File: config.mk
export PLATFORM = sky130hd
export DESIGN_NAME = frc_check
export DESIGN_NICKNAME = d
export VERILOG_FILES = /design/src/rtl/frc_pkg.sv /design/src/rtl/frc_check.sv
export SDC_FILE = /design/constraint.sdc
export NUM_CORES = 1
export LEC_CHECK = 0
export ABC_AREA = 1
export BUFFER_PORTS_ARGS = -buffer_cell sky130_fd_sc_hd__buf_2
export CORE_AREA = 3 3 110 112
export CTS_CLUSTER_DIAMETER = 200
export CTS_CLUSTER_SIZE = 14
export DETAILED_ROUTE_END_ITERATION = 8
export DIE_AREA = 0 0 113 115
export PLACE_DENSITY = 0.9
export SLEW_MARGIN = 40
export SYNTH_ARGS = -nofsm -noshare
export SYNTH_HDL_FRONTEND = slang
export SYNTH_SLANG_ARGS = --single-unit
File: constraint.sdc
create_clock -name clk -period 5.6 [get_ports clk]
set_input_delay 0.56 -clock clk [delete_from_list [all_inputs] [get_ports clk]]
set_output_delay 0.56 -clock clk [all_outputs]
set_load 0.005 [all_outputs]
File: src/rtl/frc_pkg.sv
`timescale 1ns / 1ps
// ----------------------------------------------------------------------------
// frc_pkg: shared types and constants of the fragment reassembly checker
// Holds the header and result beat layouts, the status codes, the header
// constants and the register map.
// ----------------------------------------------------------------------------
package frc_pkg;

  localparam logic [3:0] MARKER_VALUE = 4'hA;
  localparam logic [5:0] TYPE_WHOLE   = 6'h20;
  localparam logic [5:0] TYPE_LAST    = 6'h23;
  localparam logic [9:0] MAX_PAYLOAD  = 10'd1020;

  localparam logic [2:0] ST_OK     = 3'd0;
  localparam logic [2:0] ST_BAD    = 3'd1;
  localparam logic [2:0] ST_DESYNC = 3'd2;
  localparam logic [2:0] ST_ORDER  = 3'd3;
  localparam logic [2:0] ST_SMALL  = 3'd4;

  // Register map: one 32-bit register per word, index taken from paddr[2].
  localparam int unsigned PADDR_W          = 3;
  localparam logic        REG_BUFFER_SIZE  = 1'b0;
  localparam logic [15:0] BUFFER_SIZE_RST  = 16'hFFFF;

  typedef struct packed {
    logic [3:0] marker;
    logic [5:0] msg_type;
    logic [5:0] seq;
    logic [5:0] frag_seq;
    logic [9:0] data_len;
  } frc_hdr_t;

  typedef struct packed {
    logic [2:0]  status;
    logic [15:0] append_offset;
    logic [15:0] message_length;
    logic        message_done;
    logic [31:0] total_bytes;
  } frc_res_t;

endpackage

File: src/rtl/frc_check.sv
`timescale 1ns / 1ps
// ----------------------------------------------------------------------------
// frc_check: header checks and message state
// Checks one header against the open message, forms the result and
// updates the message state on each accepted beat.
// ----------------------------------------------------------------------------
module frc_check (
  input  logic              clk,
  input  logic              rst,
  input  logic              accept,
  input  frc_pkg::frc_hdr_t hdr,
  input  logic [15:0]       buffer_size,
  output frc_pkg::frc_res_t res
);
  import frc_pkg::*;

  logic        in_message, in_message_next;
  logic [5:0]  held_seq, held_seq_next;
  logic [5:0]  held_frag, held_frag_next;
  logic [15:0] bytes_so_far, bytes_so_far_next;
  logic [31:0] total_read, total_read_next;

  logic        bad;
  logic [6:0]  frag_expect;
  logic [16:0] sum;
  logic [2:0]  status;
  logic        is_end;

  always_comb begin
    bad = (hdr.marker != MARKER_VALUE) || (hdr.msg_type < TYPE_WHOLE) ||
          (hdr.msg_type > TYPE_LAST) || (hdr.data_len == 10'd0) ||
          (hdr.data_len > MAX_PAYLOAD);
    frag_expect = {1'b0, held_frag} + 7'd1;
    sum         = {1'b0, bytes_so_far} + {7'd0, hdr.data_len};
    is_end      = (hdr.msg_type == TYPE_WHOLE) || (hdr.msg_type == TYPE_LAST);

    if (bad) begin
      status = ST_BAD;
    end else if (in_message && (hdr.seq != held_seq)) begin
      status = ST_DESYNC;
    end else if (in_message && ({1'b0, hdr.frag_seq} != frag_expect)) begin
      status = ST_ORDER;
    end else if (sum > {1'b0, buffer_size}) begin
      status = ST_SMALL;
    end else begin
      status = ST_OK;
    end

    in_message_next   = 1'b0;
    held_seq_next     = 6'd0;
    held_frag_next    = 6'd0;
    bytes_so_far_next = 16'd0;
    total_read_next   = total_read;

    res.status         = status;
    res.append_offset  = 16'd0;
    res.message_length = bytes_so_far;
    res.message_done   = 1'b1;

    if (status == ST_OK) begin
      res.append_offset  = bytes_so_far;
      res.message_length = sum[15:0];
      if (is_end) begin
        total_read_next = total_read + {16'd0, sum[15:0]};
      end else begin
        res.message_done  = 1'b0;
        in_message_next   = 1'b1;
        held_seq_next     = hdr.seq;
        held_frag_next    = hdr.frag_seq;
        bytes_so_far_next = sum[15:0];
      end
    end
    res.total_bytes = total_read_next;
  end

  always_ff @(posedge clk) begin
    if (rst) begin
      in_message   <= 1'b0;
      held_seq     <= 6'd0;
      held_frag    <= 6'd0;
      bytes_so_far <= 16'd0;
      total_read   <= 32'd0;
    end else if (accept) begin
      in_message   <= in_message_next;
      held_seq     <= held_seq_next;
      held_frag    <= held_frag_next;
      bytes_so_far <= bytes_so_far_next;
      total_read   <= total_read_next;
    end
  end

endmodule

Word level (Yosys, flattened, before mapping)
Index checks and enable logic that the tools add are counted.
Widths: inputs -> output; s select.
{"block": "op_classes", "n_addsub": 3, "eq_ne": 5, "muxes": 16, "order_cmp": 4, "reduce_logical": 9}
{"operator": "$mux 32", "count": 2}
{"operator": "$mux 33", "count": 1}
{"operator": "$add 32x16->32", "count": 1}
{"operator": "$mux 16", "count": 2}
{"operator": "$mux 6", "count": 4}
{"operator": "$add 16x10->17", "count": 1}
{"operator": "$gt 17x16->1", "count": 1}
{"operator": "$eq 6x6->1 const B", "count": 2}
{"operator": "$mux 3", "count": 4}
{"operator": "$gt 10x10->1 const B", "count": 1}
{"operator": "$logic_not 10->1", "count": 1}
{"operator": "$add 6x1->7 const B", "count": 1}
{"operator": "$ne 6x7->1", "count": 1}
{"operator": "$gt 6x6->1 const B", "count": 1}
{"operator": "$lt 6x6->1 const B", "count": 1}
{"operator": "$ne 6x6->1", "count": 1}
{"operator": "$logic_or 1x1->1", "count": 5}
{"operator": "$ne 4x4->1 const B", "count": 1}
{"operator": "$logic_not 3->1", "count": 1}
{"operator": "$mux 1", "count": 3}
{"operator": "$logic_and 1x1->1", "count": 2}
{"block": "word_totals", "register_bits": 61, "in_bits": 51, "output_inout_bits": 68}

Depth between registers and ports, before layout
{"block": "logic_depth", "word_depth": 8, "depth_mapped": 26}

Worst setup path after synthesis
OpenSTA, ideal clock, no wires.
{"block": "synth_path", "path_kind": "input to output", "start": "input hdr[0] in the netlist's numbering", "end": "output res[41] in the netlist's numbering", "cell_stages": 21, "arrival_time_ps": 3343, "path_slack_ps": 1697, "n_path_buf": 1, "path_cell_list": "ha_1 fa_1 nand3_1 nand2_1 a21oi_2 xor2_1 inv_1 ha_1 nand2_1 nor2_1 nand3b_1 nand3_1 nand2_1 nand2_1 nand2_1 nand2_1 nand2_1 nand3_4 clkbuf_1 nand2_1 o21ai_0"}
{"element": "start, declared", "line": "frc_check.sv:11", "source": "input frc_pkg::frc_hdr_t hdr,"}
{"element": "end, declared", "line": "frc_check.sv:13", "source": "output frc_pkg::frc_res_t res"}

==> flow_summary.json <==
{
  "outcome": "finished clean",
  "maxSlewViolCount": 0,
  "hold_buffers": 0,
  "drive_gt1_share_pct": 13.2,
  "cts_max_level": 3,
  "grt_pass1_wl_um": 33600,
  "synth_area_leader_cell": "nand2_1",
  "cap_violations": 0,
  "p_leak_nw": 4.49,
  "antenna_left": 0,
  "clock.fmax_mhz": 199,
  "syn2layout_area_growth_pct": 13.3,
  "worstSetupEndpointType": "primary output",
  "synth.distinct_cells": 41,
  "clk_pin_slew_ns": 0.06,
  "synth_edf_count": 0,
  "cts_setup_buffers": 0,
  "synth-seq-area-share_pct": 17.6,
  "routedWlPerCell_um": 13.7,
  "rows": 39,
  "die_h_um": 115,
  "clock-sinks": 61,
  "r2r-start": "bytes_so_far[0]$_SDFFE_PP0P_",
  "tightestPinTransition_ns": 0.757,
  "finalClockSkew_ns": 0.00966,
  "hold_class": "reg -> reg",
  "die_w_um": 113,
  "p_clk_share_pct": 42.5,
  "die_area_um2": 13000,
  "yosys_warnings": 0,
  "worstPathMaxFanout": 22,
  "avgSynthCellArea_um2": 5.49,
  "clk_path_buf_depth": 2,
  "cts_root_buffer": "clkbuf_16",
  "drt_iter0_markers": 825,
  "cts_tree": "done",
  "fin_tns_setup_ns": 0,
  "yosysMostFrequentCell": "nand2_1",
  "drc": 0,
  "cts_resized": 0,
  "hold-worst-slack_ns": 0.482,
  "path_class": "reg -> out",
  "clk-insertion-delay-late_ns": 0.36,
  "antenna_found_initial": 0,
  "n_antenna_cell": 0,
  "intPower_mw": 0.856,
  "power_frac_seq_pct": 36.4,
  "fin_nets": 1456,
  "rsz0062_at_grt": "no",
  "synthCells": 1268,
  "synth.area.top_cells": "nand2_1, dfxtp_1, inv_1",
  "post-route-period-util_pct": 89.6,
  "first_global_vias": 7195,
  "sw_frac_of_total_pct": 33.5,
  "synth.top_cell.area_share_pct": 24.7,
  "place_hpwl_um": 15000,
  "grt_max_degree": 75,
  "comb_power_share_pct": 21.1,
  "synthTopCellsByCount": "nand2_1, inv_1, nor2_1",
  "relSlewSlack_pct": 49.5,
  "cp_data_required_time_ns": 5.04,
  "cp.arrival_ns": 4.46,
  "synth-main-ff-cell": "dfxtp_1",
  "finalWirelength_um": 20600,
  "hp-start": "held_seq[4]$_SDFFE_PP0P_",
  "cellPowerDensity_nw_per_um2": 163,
  "synth_fp_nets": 1364,
  "routabilityCongestion": 1.04,
  "grt-ovfl-total": 0,
  "critPathLaunch": "bytes_so_far[0]$_SDFFE_PP0P_",
  "peakVddDrop_mv": 0.165,
  "n_fill_cell": 1052,
  "io_buffers": 118,
  "grtUsageTotal_pct": 31.4,
  "async_flop_share_pct": 0,
  "ioPinCount": 119,
  "setup_violations": 0,
  "synth_seq_cells": 61,
  "vias_per_cell": 5.45,
  "drt_pass1_iterations": 6,
  "initial_core_util_pct": 61.5,
  "numCtsBuffers": 9,
  "finalHoldViolations": 0,
  "synth_area_um2": 6960,
  "fin_crit_ns": 5.02,
  "core_um2": 11300,
  "vias": 8212,
  "cp-start-kind": "flop",
  "p_sw_mw": 0.431
}
-- per-stage QoR --
| stage | utilization (%) | setup slack (ns) | power [mW] | area [um2] | cells |
|---|---|---|---|---|---|
| 6_report | 69.6 | 0.584 | 1.29 | 7880 | 1508 |
| 4_1_cts | 69.6 | 0.620 | 1.29 | 7880 | 1508 |
| 3_3_place_gp | 67.1 | 0.859 | 0.738 | 7590 | 1492 |
| 2_1_floorplan | - | 1.70 | 0.661 | 6960 | 1268 |
| 5_1_grt | 69.6 | 0.220 | 1.35 | 7880 | 1508 |
| 3_5_place_dp | 67.1 | 0.697 | 0.744 | 7590 | 1492 |
-- layout make-up --
class / count / area (um2) / area share [%]
clock buffer: 9 / 225 / 2.86
multi-input combinational: 966 / 4790 / 60.8
clock inverter: 7 / 60.1 / 0.762
tap: 143 / 179 / 2.27
timing repair buffer: 127 / 674 / 8.56
sequential: 61 / 1220 / 15.5
inverter: 195 / 732 / 9.29
-- cell usage in the layout, fill, tap and decap left out, types with 9 or more instances in the layout --
cell type  instances
a21oi_1           77
buf_2            118
clkbuf_16          9
dfxtp_1           61
ha_1              43
inv_1            194
nand2_1          458
nand3_1          112
nand3_2           11
nand4_1           28
nor2_1           117
nor3_1            15
o21ai_0           36
xor2_1            20
-- final timing paths --
path | to | slack (ns) | depth (start not counted)
worst max-delay path | res[9] | 0.58 | 21
worst min-delay path | held_seq[4]$_SDFFE_PP0P_ | 0.48 | 2
worst min register to register | held_seq[4]$_SDFFE_PP0P_ | 0.48 | 2
worst max register to register | bytes_so_far[8]$_SDFFE_PP0P_ | 1.13 | 21
-- state kept, by name, indices dropped and copies added (netlist names) --
register,count
bytes_so_far,16
held_frag,6
held_seq,6
in_message,1
total_read,32
-- metal layers --
layer	wire length (um)	GRT usage [%]	up-vias
met2	9140	50.2	398
li1	-	-	4183
met5	0	0	-
met1	8890	42.3	3581
met3	2000	5.79	50
met4	567	12.1	0
-- worst max-delay path, cell delays in order (launching register included) --
cell     delay, ns
dfxtp_1       0.34
ha_1          0.21
fa_1          0.42
nand3_1       0.10
nand2_1       0.12
a21oi_2       0.21
xor2_1        0.26
inv_1         0.10
ha_1          0.30
a21o_1        0.16
nor2_1        0.09
nand3_1       0.09
nand2_1       0.06
nand2_1       0.04
nand2_1       0.05
nand2_1       0.04
nand2_1       0.48
nand2_2       0.12
nor2_4        0.47
nand2_1       0.16
nand2_1       0.14
buf_2         0.12
-- power groups by stage --
stage / logic, mW / registers (mW) / clock network (mW)
after floorplan: 0.190 / 0.471 / 0
after global routing: 0.311 / 0.470 / 0.567
final: 0.272 / 0.468 / 0.547
after detailed placement: 0.267 / 0.477 / 0
after CTS: 0.269 / 0.468 / 0.550
after global placement: 0.262 / 0.477 / 0
-- cell families (layout without fill, tap and decap cells) --
logic type / Yosys count / in the layout / share of synthesized area [%]
and+or+nand+nor: 769 / 769 / 47.5
xor gates and xnor gates: 24 / 24 / 3.02
adders and majority gates: 45 / 45 / 8.31
AOI/OAI and AO/OA: 126 / 126 / 9.71
muxes: 2 / 2 / 0.324
DFF: 61 / 61 / 17.6
buffers and inverters: 241 / 338 / 13.6
(Power assumes the default switching activity.)
